[config.mk]
export PLATFORM = sky130hd
export DESIGN_NAME = priority_ready_queue
export DESIGN_NICKNAME = d
export VERILOG_FILES = /design/src/sv/prq_pkg.sv /design/src/sv/priority_ready_queue.sv /design/src/sv/prq_scan.sv /design/src/sv/prq_ctrl.sv
export SDC_FILE = /design/constraint.sdc
export NUM_CORES = 2
export LEC_CHECK = 0
export ABC_AREA = 0
export BUFFER_PORTS_ARGS = -buffer_cell sky130_fd_sc_hd__buf_4
export CORE_ASPECT_RATIO = 0.8
export CORE_MARGIN = 5
export CORE_UTILIZATION = 40
export DETAILED_ROUTE_END_ITERATION = 7
export PLACE_DENSITY = 0.62
export SYNTH_ARGS = -nofsm -noshare
export SYNTH_HDL_FRONTEND = slang
export SYNTH_SLANG_ARGS = --single-unit
[constraint.sdc]
create_clock -name clk -period 5.74 [get_ports clk]
set_input_delay 1.148 -clock clk [delete_from_list [all_inputs] [get_ports clk]]
set_output_delay 1.148 -clock clk [all_outputs]
set_load 0.1 [all_outputs]
[src/sv/prq_pkg.sv]
// Package with the shared types and constants of the priority ready queue.
`default_nettype none
package prq_pkg;

	localparam int CMD_W         = 2;
	localparam int TASK_ID_W     = 6;
	localparam int PRIO_W        = 5;
	localparam int COUNT_W       = 7;
	localparam int DEF_NUM_TASKS  = 64;
	localparam int DEF_NUM_LEVELS = 32;
	localparam int SCAN_GRP      = 8;
	localparam int SCAN_POS_W    = $clog2(SCAN_GRP);

	typedef enum logic [CMD_W-1:0] {
		CMD_ADD    = 2'd0,
		CMD_DELETE = 2'd1,
		CMD_QUERY  = 2'd2,
		CMD_ROTATE = 2'd3
	} cmd_t;

	typedef enum logic [3:0] {
		ST_IDLE,
		ST_DECODE,
		ST_ADD_HEAD,
		ST_ADD_TAIL,
		ST_ADD_LINK,
		ST_DEL_READ,
		ST_DEL_HEAD,
		ST_ROT_LVL,
		ST_ROT_HEAD,
		ST_ROT_NEXT,
		ST_SCAN_GO,
		ST_SCAN,
		ST_TOP_DONE
	} state_t;

	typedef struct packed {
		logic done;
		logic found;
	} scan_stat_t;

	typedef struct packed {
		logic                 load;
		logic [TASK_ID_W-1:0] top_task;
		logic                 top_valid;
		logic [COUNT_W-1:0]   waiting_count;
		logic                 error;
	} rsp_t;

endpackage
`default_nettype wire

[src/sv/priority_ready_queue.sv]
// Top level of the priority ready queue with the response output register.
// Each command passes through decode, its table steps, the level search and the result step.
// Add to a busy level, delete and rotate add table steps (delete of a level's only task skips
// the head update), and the level search steps over one group of eight levels at a time.
// The command port stays stalled until the result is loaded into the output register.
// Reset clears the control state, queue flags and count; the tables are not cleared.
`default_nettype none
module priority_ready_queue #(
	parameter int NUM_TASKS  = prq_pkg::DEF_NUM_TASKS,
	parameter int NUM_LEVELS = prq_pkg::DEF_NUM_LEVELS
) (
	input  wire logic                              clk,
	input  wire logic                              arst_n,
	input  wire logic                              cmd_valid,
	output logic                                   cmd_stall,
	input  wire logic [prq_pkg::CMD_W-1:0]         command,
	input  wire logic [prq_pkg::TASK_ID_W-1:0]     task_id,
	input  wire logic [prq_pkg::PRIO_W-1:0]        priority_req,
	output logic                                   rsp_valid,
	input  wire logic                              rsp_stall,
	output logic      [prq_pkg::TASK_ID_W-1:0]     top_task,
	output logic                                   top_valid,
	output logic      [prq_pkg::COUNT_W-1:0]       waiting_count,
	output logic                                   error
);

	localparam int TW = $clog2(NUM_TASKS);
	localparam int LW = $clog2(NUM_LEVELS);

	logic                     ready;
	logic                     rsp_free;
	logic [NUM_LEVELS-1:0]    nonempty;
	logic                     scan_start;
	prq_pkg::scan_stat_t      scan_stat;
	logic [LW-1:0]            scan_level;
	prq_pkg::rsp_t            rsp;
	logic                     rsp_valid_q;
	logic [prq_pkg::TASK_ID_W-1:0] top_task_q;
	logic                     top_valid_q;
	logic [prq_pkg::COUNT_W-1:0]   count_q;
	logic                     error_q;

	assign rsp_free = !rsp_valid_q || !rsp_stall;

	prq_ctrl #(
		.NUM_TASKS (NUM_TASKS),
		.NUM_LEVELS(NUM_LEVELS),
		.TW        (TW),
		.LW        (LW)
	) u_ctrl (
		.clk         (clk),
		.arst_n      (arst_n),
		.cmd_valid   (cmd_valid),
		.command     (command),
		.task_id     (task_id),
		.priority_req(priority_req),
		.rsp_free    (rsp_free),
		.ready       (ready),
		.nonempty    (nonempty),
		.scan_start  (scan_start),
		.scan_stat   (scan_stat),
		.scan_level  (scan_level),
		.rsp         (rsp)
	);

	prq_scan #(
		.NUM_LEVELS(NUM_LEVELS),
		.LW        (LW)
	) u_scan (
		.clk     (clk),
		.arst_n  (arst_n),
		.start   (scan_start),
		.nonempty(nonempty),
		.stat    (scan_stat),
		.level   (scan_level)
	);

	always_ff @(posedge clk or negedge arst_n) begin
		if (!arst_n) begin
			rsp_valid_q <= 1'b0;
		end else if (rsp.load) begin
			rsp_valid_q <= 1'b1;
		end else if (!rsp_stall) begin
			rsp_valid_q <= 1'b0;
		end
	end

	always_ff @(posedge clk) begin
		if (rsp.load) begin
			top_task_q  <= rsp.top_task;
			top_valid_q <= rsp.top_valid;
			count_q     <= rsp.waiting_count;
			error_q     <= rsp.error;
		end
	end

	assign cmd_stall     = !ready;
	assign rsp_valid     = rsp_valid_q;
	assign top_task      = top_task_q;
	assign top_valid     = top_valid_q;
	assign waiting_count = count_q;
	assign error         = error_q;

	a_busy_after_transfer: assert property (@(posedge clk) disable iff (!arst_n)
		cmd_valid && !cmd_stall |=> cmd_stall)
		else $error("Command port not stalled after a transfer.");

	a_count_bound: assert property (@(posedge clk) disable iff (!arst_n)
		rsp_valid |-> (32'(waiting_count) <= NUM_TASKS))
		else $error("Waiting count exceeds the number of tasks.");

	a_top_matches_count: assert property (@(posedge clk) disable iff (!arst_n)
		rsp_valid |-> (top_valid == (waiting_count != '0)))
		else $error("Top valid disagrees with the waiting count.");

endmodule
`default_nettype wire

[src/sv/prq_scan.sv]
// Iterative search for the lowest non-empty level, one group of levels per cycle.
`default_nettype none
module prq_scan #(
	parameter int NUM_LEVELS = prq_pkg::DEF_NUM_LEVELS,
	parameter int LW         = $clog2(NUM_LEVELS)
) (
	input  wire logic                  clk,
	input  wire logic                  arst_n,
	input  wire logic                  start,
	input  wire logic [NUM_LEVELS-1:0] nonempty,
	output prq_pkg::scan_stat_t        stat,
	output logic      [LW-1:0]         level
);

	localparam int GRP  = prq_pkg::SCAN_GRP;
	localparam int NGRP = (NUM_LEVELS + GRP - 1) / GRP;
	localparam int PADW = NGRP * GRP;
	localparam int GW   = (NGRP > 1) ? $clog2(NGRP) : 1;

	logic                            busy_q;
	logic [GW-1:0]                   grp_q;
	logic [PADW-1:0]                 pad;
	logic [GRP-1:0]                  bits;
	logic [prq_pkg::SCAN_POS_W-1:0]  pos;
	logic                            hit;
	logic                            last;

	assign pad  = PADW'(nonempty);
	assign bits = pad[grp_q * GRP +: GRP];
	assign hit  = |bits;
	assign last = (32'(grp_q) == NGRP - 1);

	always_comb begin
		pos = '0;
		for (int i = GRP - 1; i >= 0; i--) begin
			if (bits[i]) begin
				pos = prq_pkg::SCAN_POS_W'(i);
			end
		end
	end

	assign level      = LW'({grp_q, pos});
	assign stat.done  = busy_q && (hit || last);
	assign stat.found = hit;

	always_ff @(posedge clk or negedge arst_n) begin
		if (!arst_n) begin
			busy_q <= 1'b0;
			grp_q  <= '0;
		end else if (start) begin
			busy_q <= 1'b1;
			grp_q  <= '0;
		end else if (busy_q) begin
			if (hit || last) begin
				busy_q <= 1'b0;
			end else begin
				grp_q <= grp_q + GW'(1);
			end
		end
	end

endmodule
`default_nettype wire

[src/sv/prq_ctrl.sv]
// Command sequencer with the task ring tables, level heads and queue flags.
`default_nettype none
module prq_ctrl #(
	parameter int NUM_TASKS  = prq_pkg::DEF_NUM_TASKS,
	parameter int NUM_LEVELS = prq_pkg::DEF_NUM_LEVELS,
	parameter int TW         = $clog2(NUM_TASKS),
	parameter int LW         = $clog2(NUM_LEVELS)
) (
	input  wire logic                            clk,
	input  wire logic                            arst_n,
	input  wire logic                            cmd_valid,
	input  wire logic [prq_pkg::CMD_W-1:0]       command,
	input  wire logic [prq_pkg::TASK_ID_W-1:0]   task_id,
	input  wire logic [prq_pkg::PRIO_W-1:0]      priority_req,
	input  wire logic                            rsp_free,
	output logic                                 ready,
	output logic      [NUM_LEVELS-1:0]           nonempty,
	output logic                                 scan_start,
	input  wire prq_pkg::scan_stat_t             scan_stat,
	input  wire logic [LW-1:0]                   scan_level,
	output prq_pkg::rsp_t                        rsp
);

	localparam int CW = $clog2(NUM_TASKS + 1);

	prq_pkg::state_t state_q, state_d;
	prq_pkg::cmd_t   cmd_q;

	logic [prq_pkg::TASK_ID_W-1:0] tid_q;
	logic [prq_pkg::PRIO_W-1:0]    pri_q;
	logic                          err_q, err_d;
	logic                          found_q;
	logic [NUM_TASKS-1:0]          queued_q;
	logic [NUM_LEVELS-1:0]         nonempty_q;
	logic [CW-1:0]                 cnt_q;
	logic [TW-1:0]                 h_q, nx_q;
	logic [LW-1:0]                 lv_q;

	logic [TW-1:0] next_mem [NUM_TASKS];
	logic [TW-1:0] prev_mem [NUM_TASKS];
	logic [LW-1:0] lvl_mem  [NUM_TASKS];
	logic [TW-1:0] head_mem [NUM_LEVELS];

	logic          next_we, prev_we, lvl_we, head_we;
	logic          next_re, prev_re, lvl_re, head_re;
	logic [TW-1:0] next_waddr, next_wdata, next_raddr, next_rdata;
	logic [TW-1:0] prev_waddr, prev_wdata, prev_raddr, prev_rdata;
	logic [TW-1:0] lvl_waddr, lvl_raddr;
	logic [LW-1:0] lvl_wdata, lvl_rdata;
	logic [LW-1:0] head_waddr, head_raddr;
	logic [TW-1:0] head_wdata, head_rdata;

	logic          accept, id_ok, pri_ok, is_queued, lvl_full;
	logic [TW-1:0] t;
	logic [LW-1:0] pl;
	logic          q_set, q_clr, ne_set, ne_clr, cnt_inc, cnt_dec;
	logic [LW-1:0] ne_idx;
	logic          lv_ld, h_ld, nx_ld, found_ld;

	assign accept    = cmd_valid && (state_q == prq_pkg::ST_IDLE);
	assign ready     = (state_q == prq_pkg::ST_IDLE);
	assign nonempty  = nonempty_q;
	assign t         = TW'(tid_q);
	assign pl        = LW'(pri_q);
	assign id_ok     = (32'(tid_q) < NUM_TASKS);
	assign pri_ok    = (32'(pri_q) < NUM_LEVELS);
	assign is_queued = id_ok ? queued_q[t] : 1'b0;
	assign lvl_full  = pri_ok ? nonempty_q[pl] : 1'b0;

	always_comb begin
		state_d    = state_q;
		err_d      = err_q;
		next_we    = 1'b0;
		prev_we    = 1'b0;
		lvl_we     = 1'b0;
		head_we    = 1'b0;
		next_re    = 1'b0;
		prev_re    = 1'b0;
		lvl_re     = 1'b0;
		head_re    = 1'b0;
		next_waddr = t;
		next_wdata = t;
		next_raddr = t;
		prev_waddr = t;
		prev_wdata = t;
		prev_raddr = t;
		lvl_waddr  = t;
		lvl_wdata  = pl;
		lvl_raddr  = t;
		head_waddr = pl;
		head_wdata = t;
		head_raddr = pl;
		q_set      = 1'b0;
		q_clr      = 1'b0;
		ne_set     = 1'b0;
		ne_clr     = 1'b0;
		ne_idx     = pl;
		cnt_inc    = 1'b0;
		cnt_dec    = 1'b0;
		lv_ld      = 1'b0;
		h_ld       = 1'b0;
		nx_ld      = 1'b0;
		found_ld   = 1'b0;
		scan_start = 1'b0;
		rsp        = '0;
		case (state_q)
			prq_pkg::ST_IDLE: begin
				if (accept) begin
					state_d = prq_pkg::ST_DECODE;
				end
			end
			prq_pkg::ST_DECODE: begin
				err_d   = 1'b0;
				state_d = prq_pkg::ST_SCAN_GO;
				case (cmd_q)
					prq_pkg::CMD_ADD: begin
						if (!id_ok || !pri_ok || is_queued) begin
							err_d = 1'b1;
						end else if (!lvl_full) begin
							next_we = 1'b1;
							prev_we = 1'b1;
							lvl_we  = 1'b1;
							head_we = 1'b1;
							ne_set  = 1'b1;
							q_set   = 1'b1;
							cnt_inc = 1'b1;
						end else begin
							head_re = 1'b1;
							state_d = prq_pkg::ST_ADD_HEAD;
						end
					end
					prq_pkg::CMD_DELETE: begin
						if (!is_queued) begin
							err_d = 1'b1;
						end else begin
							lvl_re  = 1'b1;
							next_re = 1'b1;
							prev_re = 1'b1;
							state_d = prq_pkg::ST_DEL_READ;
						end
					end
					prq_pkg::CMD_ROTATE: begin
						if (!is_queued) begin
							err_d = 1'b1;
						end else begin
							lvl_re  = 1'b1;
							state_d = prq_pkg::ST_ROT_LVL;
						end
					end
					default: begin
					end
				endcase
			end
			prq_pkg::ST_ADD_HEAD: begin
				h_ld       = 1'b1;
				prev_re    = 1'b1;
				prev_raddr = head_rdata;
				state_d    = prq_pkg::ST_ADD_TAIL;
			end
			prq_pkg::ST_ADD_TAIL: begin
				next_we    = 1'b1;
				next_waddr = prev_rdata;
				prev_we    = 1'b1;
				prev_wdata = prev_rdata;
				lvl_we     = 1'b1;
				state_d    = prq_pkg::ST_ADD_LINK;
			end
			prq_pkg::ST_ADD_LINK: begin
				next_we    = 1'b1;
				next_wdata = h_q;
				prev_we    = 1'b1;
				prev_waddr = h_q;
				q_set      = 1'b1;
				cnt_inc    = 1'b1;
				state_d    = prq_pkg::ST_SCAN_GO;
			end
			prq_pkg::ST_DEL_READ: begin
				if (next_rdata == t) begin
					ne_clr  = 1'b1;
					ne_idx  = lvl_rdata;
					q_clr   = 1'b1;
					cnt_dec = 1'b1;
					state_d = prq_pkg::ST_SCAN_GO;
				end else begin
					next_we    = 1'b1;
					next_waddr = prev_rdata;
					next_wdata = next_rdata;
					prev_we    = 1'b1;
					prev_waddr = next_rdata;
					prev_wdata = prev_rdata;
					head_re    = 1'b1;
					head_raddr = lvl_rdata;
					lv_ld      = 1'b1;
					nx_ld      = 1'b1;
					state_d    = prq_pkg::ST_DEL_HEAD;
				end
			end
			prq_pkg::ST_DEL_HEAD: begin
				if (head_rdata == t) begin
					head_we    = 1'b1;
					head_waddr = lv_q;
					head_wdata = nx_q;
				end
				q_clr   = 1'b1;
				cnt_dec = 1'b1;
				state_d = prq_pkg::ST_SCAN_GO;
			end
			prq_pkg::ST_ROT_LVL: begin
				lv_ld      = 1'b1;
				head_re    = 1'b1;
				head_raddr = lvl_rdata;
				state_d    = prq_pkg::ST_ROT_HEAD;
			end
			prq_pkg::ST_ROT_HEAD: begin
				next_re    = 1'b1;
				next_raddr = head_rdata;
				state_d    = prq_pkg::ST_ROT_NEXT;
			end
			prq_pkg::ST_ROT_NEXT: begin
				head_we    = 1'b1;
				head_waddr = lv_q;
				head_wdata = next_rdata;
				state_d    = prq_pkg::ST_SCAN_GO;
			end
			prq_pkg::ST_SCAN_GO: begin
				scan_start = 1'b1;
				state_d    = prq_pkg::ST_SCAN;
			end
			prq_pkg::ST_SCAN: begin
				if (scan_stat.done) begin
					found_ld   = 1'b1;
					head_re    = 1'b1;
					head_raddr = scan_level;
					state_d    = prq_pkg::ST_TOP_DONE;
				end
			end
			prq_pkg::ST_TOP_DONE: begin
				if (rsp_free) begin
					rsp.load          = 1'b1;
					rsp.top_task      = found_q ? prq_pkg::TASK_ID_W'(head_rdata) : '0;
					rsp.top_valid     = found_q;
					rsp.waiting_count = prq_pkg::COUNT_W'(cnt_q);
					rsp.error         = err_q;
					state_d           = prq_pkg::ST_IDLE;
				end
			end
			default: begin
				state_d = prq_pkg::ST_IDLE;
			end
		endcase
	end

	always_ff @(posedge clk or negedge arst_n) begin
		if (!arst_n) begin
			state_q    <= prq_pkg::ST_IDLE;
			err_q      <= 1'b0;
			queued_q   <= '0;
			nonempty_q <= '0;
			cnt_q      <= '0;
		end else begin
			state_q <= state_d;
			err_q   <= err_d;
			if (q_set) begin
				queued_q[t] <= 1'b1;
			end
			if (q_clr) begin
				queued_q[t] <= 1'b0;
			end
			if (ne_set) begin
				nonempty_q[ne_idx] <= 1'b1;
			end
			if (ne_clr) begin
				nonempty_q[ne_idx] <= 1'b0;
			end
			if (cnt_inc) begin
				cnt_q <= cnt_q + CW'(1);
			end
			if (cnt_dec) begin
				cnt_q <= cnt_q - CW'(1);
			end
		end
	end

	always_ff @(posedge clk) begin
		if (accept) begin
			cmd_q <= prq_pkg::cmd_t'(command);
			tid_q <= task_id;
			pri_q <= priority_req;
		end
		if (lv_ld) begin
			lv_q <= lvl_rdata;
		end
		if (h_ld) begin
			h_q <= head_rdata;
		end
		if (nx_ld) begin
			nx_q <= next_rdata;
		end
		if (found_ld) begin
			found_q <= scan_stat.found;
		end
	end

	always_ff @(posedge clk) begin
		if (next_we) begin
			next_mem[next_waddr] <= next_wdata;
		end
		if (next_re) begin
			next_rdata <= next_mem[next_raddr];
		end
	end

	always_ff @(posedge clk) begin
		if (prev_we) begin
			prev_mem[prev_waddr] <= prev_wdata;
		end
		if (prev_re) begin
			prev_rdata <= prev_mem[prev_raddr];
		end
	end

	always_ff @(posedge clk) begin
		if (lvl_we) begin
			lvl_mem[lvl_waddr] <= lvl_wdata;
		end
		if (lvl_re) begin
			lvl_rdata <= lvl_mem[lvl_raddr];
		end
	end

	always_ff @(posedge clk) begin
		if (head_we) begin
			head_mem[head_waddr] <= head_wdata;
		end
		if (head_re) begin
			head_rdata <= head_mem[head_raddr];
		end
	end

endmodule
`default_nettype wire
==> out/results.ini <==
[timing]
fin_crit_sh_pct=88.99
worst_slack_ns=0.6317
rsz0062_at_grt=false
setup_tns_ns=0
slew_headroom_pct=15.54
timing.fmax_ghz=0.1958
slew_viol_final=0
worst_slew_pin_slew_ns=1.232
final-hold-violation-count=0
final.min_clock_period_ns=5.108
fin_skew_ns=0.03268
setup_violations=0

[worst_setup_path]
end_kind=flop
r2r_cells=10
start_kind=flop
critical_path_class=flop to flop
cp_max_fo=18
cp.required_ns=6.13
arrival_ns=5.50
reg2reg_from=u_ctrl.lvl_raddr[2]$_DFFE_PP_
cp-startpoint=u_ctrl.lvl_raddr[2]$_DFFE_PP_

[die]
io_pins=34
die_h_um=353.5
placementRows=126
core_area_um2=147100
dieArea_um2=155300
chipWidth_um=439.4
initial_utilization_pct=40.11

[power_and_ir_drop]
irDropWorstVdd_uv=348.3
finalPower_mw=27.69
p_per_area_nw_per_um2=417.5
power.leakage_nw=21.12

[logic_synthesis]
synth_flop_cell=edfxtp_1
muxShareOfSynthArea_pct=10.98
synth_top_cell_by_area=edfxtp_1
ys_types=74
synth_simple_gate_area_share_pct=6.075
ys_seq_area_share_pct=73.40
synth-compound-area-share_pct=7.284
synth_xor_area_share_pct=0.2820
synthesis.nets=3536
synth_area_leaders=edfxtp_1 69%, mux4_2 9.1%, dfrtp_1 4.7%
ys_seq_elements=1461
synth_top_family_by_area=multiplexers
ys_warn_count=0
syn-cell-area_um2=59000
synth_top_area_share_pct=68.65
async_flop_share_pct=7.666
synth_adder_area_share_pct=0.1612
synth_cells=3512
postSynthAreaPerCell_um2=16.80
synth-edff-count=1349

[grt]
antenna_found_initial=5
grt.overflow.total=0
grt_max_degree=97
grt_pass1_wl_um=216600
grt_util_all_layers_pct=18.63
grt_pass1_vias=32166

[clock_tree]
cts_hold_buf=0
tritoncts=done
post_cts_buffers=0
cts-resized-gates=0
htreeDepth=4
cts_buffer_depth=3
clk_latency_ns=0.77
numCtsBuffers=139
path_clk_slew_ns=0.07
cts_root_buffer=clkbuf_16
clock-sinks=1461

[routing]
route.vias.total=32858
wl_per_cell_um=25.97
ant_nets=0
via_per_inst=5.819
first_pass_iters=6
drc=0
drt_iter0_markers=4006
drt-total-wl_um=146600

[finish]
layout.nets=3572
fillers=12598
final_cell_mix=1,349 x edfxtp_1, 288 x nand2_1, 275 x nor2_1
layout_commonest_cell=edfxtp_1
syn_to_final_growth_pct=12.40
drive_gt1_share_pct=16.94

[run_status]
status=complete, no violations

[min_path]
min_delay_path_depth=1
min_path_type=flop to flop
min-delay-start=u_ctrl.cnt_q[6]$_DFFE_PN0P_

[placement]
io_buffers=33
pre_cts_ws_ns=0.8046
gp_congestion=0.8395
dp_hpwl_um=90400

[job]
drv_cap=0

## logic make-up after synthesis
group,after synthesis
XOR/XNOR,19
multiplexers,346
AND/OR/NAND/NOR,793
AO/OA/AOI/OAI,636
adder cells (fa/ha/maj),7
flip-flops,1461
buffers and inverters,250
## worst paths after layout
check / to / slack, ns
setup / recovery: u_ctrl.prev_mem[44][2]$_DFFE_PP_ / 0.63
hold / removal: u_ctrl.cnt_q[6]$_DFFE_PN0P_ / 0.49
setup reg to reg: u_ctrl.prev_mem[44][2]$_DFFE_PP_ / 0.63
hold reg to reg: u_ctrl.cnt_q[6]$_DFFE_PN0P_ / 0.49
min in group asynchronous: u_ctrl.queued_q[43]$_DFF_PN0_ / 0.51
max in group asynchronous: u_ctrl.queued_q[24]$_DFF_PN0_ / 3.97
## where the power goes
group	switching [mW]	internal (mW)	total [mW]
Clock	4.01	5.32	9.33
Combinational	3.62	1.91	5.53
Sequential	0.315	12.5	12.8
Total	7.95	19.7	27.7
## critical path, cell delays in order (launching register included)
cell and delay (ns):
edfxtp_1 0.89, buf_4 0.30, mux4_2 0.30, nor2b_1 0.14, a221o_1 0.27, a22oi_1 0.39
and4_1 0.33, and4_1 0.34, nor3_2 0.18, nand4b_1 0.81, nor2_1 0.73
## routing by layer
metal / track usage [%] / wire, µm / up-vias
li1: - / - / 14076
met1: 28.36 / 65180 / 16968
met2: 26.66 / 64670 / 1604
met3: 4.005 / 13070 / 208
met4: 6.097 / 3703 / 2
met5: 0 / 13 / -
## sequential cells by signal (all words and copies together), names as in the netlist, 2 cells and up
signal / count
u_ctrl.nonempty: 32
u_ctrl.nx_q: 6
u_ctrl.state_q: 4
u_ctrl.lvl_wdata: 5
u_ctrl.head_rdata: 6
top_task: 6
waiting_count: 7
u_ctrl.lvl_rdata: 5
u_ctrl.cmd_q: 2
u_ctrl.prev_mem: 384
u_ctrl.head_mem: 192
u_ctrl.lv_q: 5
u_ctrl.lvl_raddr: 6
u_ctrl.lvl_mem: 320
u_ctrl.queued_q: 64
u_ctrl.prev_rdata: 6
u_ctrl.h_q: 6
u_scan.grp_q: 2
u_ctrl.next_rdata: 6
u_ctrl.cnt_q: 7
u_ctrl.next_mem: 384
## cell type report
type,count,area (µm²),area share (%)
well taps,1984,2482,3.743
inverters,20,75.07,0.1132
multi-input cells,1801,14820,22.35
diodes,4,10.01,0.01509
clock inverters,81,912.1,1.375
repair buffers,125,1026,1.547
clock buffers,171,3682,5.552
flip-flops and latches,1461,43310,65.31
## per-stage QoR
stage                     instances  util (%)  cell area, µm²  hold WS, ns
after global routing           5645     45.08           66310       0.4962
after global placement         5391     41.96           61720       0.4474
final                          5647     45.09           66320       0.4882
after floorplan                3512         -           59000       0.4337
after detailed placement       5391     41.96           61720       0.4529
after CTS                      5643     45.08           66310       0.4808
## synthesized netlist by cell type (16+ instances only)
| library cell | number |
|---|---|
| a22o_1 | 28 |
| buf_2 | 35 |
| o21ai_0 | 144 |
| nand4_1 | 18 |
| inv_1 | 20 |
| a211oi_1 | 55 |
| o211ai_1 | 18 |
| nor2b_1 | 27 |
| nand2_1 | 288 |
| a221oi_1 | 32 |
| dfrtp_1 | 112 |
| mux4_2 | 239 |
| a21oi_1 | 102 |
| mux2i_1 | 89 |
| nand3_1 | 37 |
| and3_1 | 16 |
| a22oi_1 | 112 |
| a31oi_1 | 44 |
| nor2_1 | 276 |
| clkbuf_1 | 171 |
| edfxtp_1 | 1349 |
| and2_1 | 47 |
Note: power is estimated with default switching activity, not from simulation.
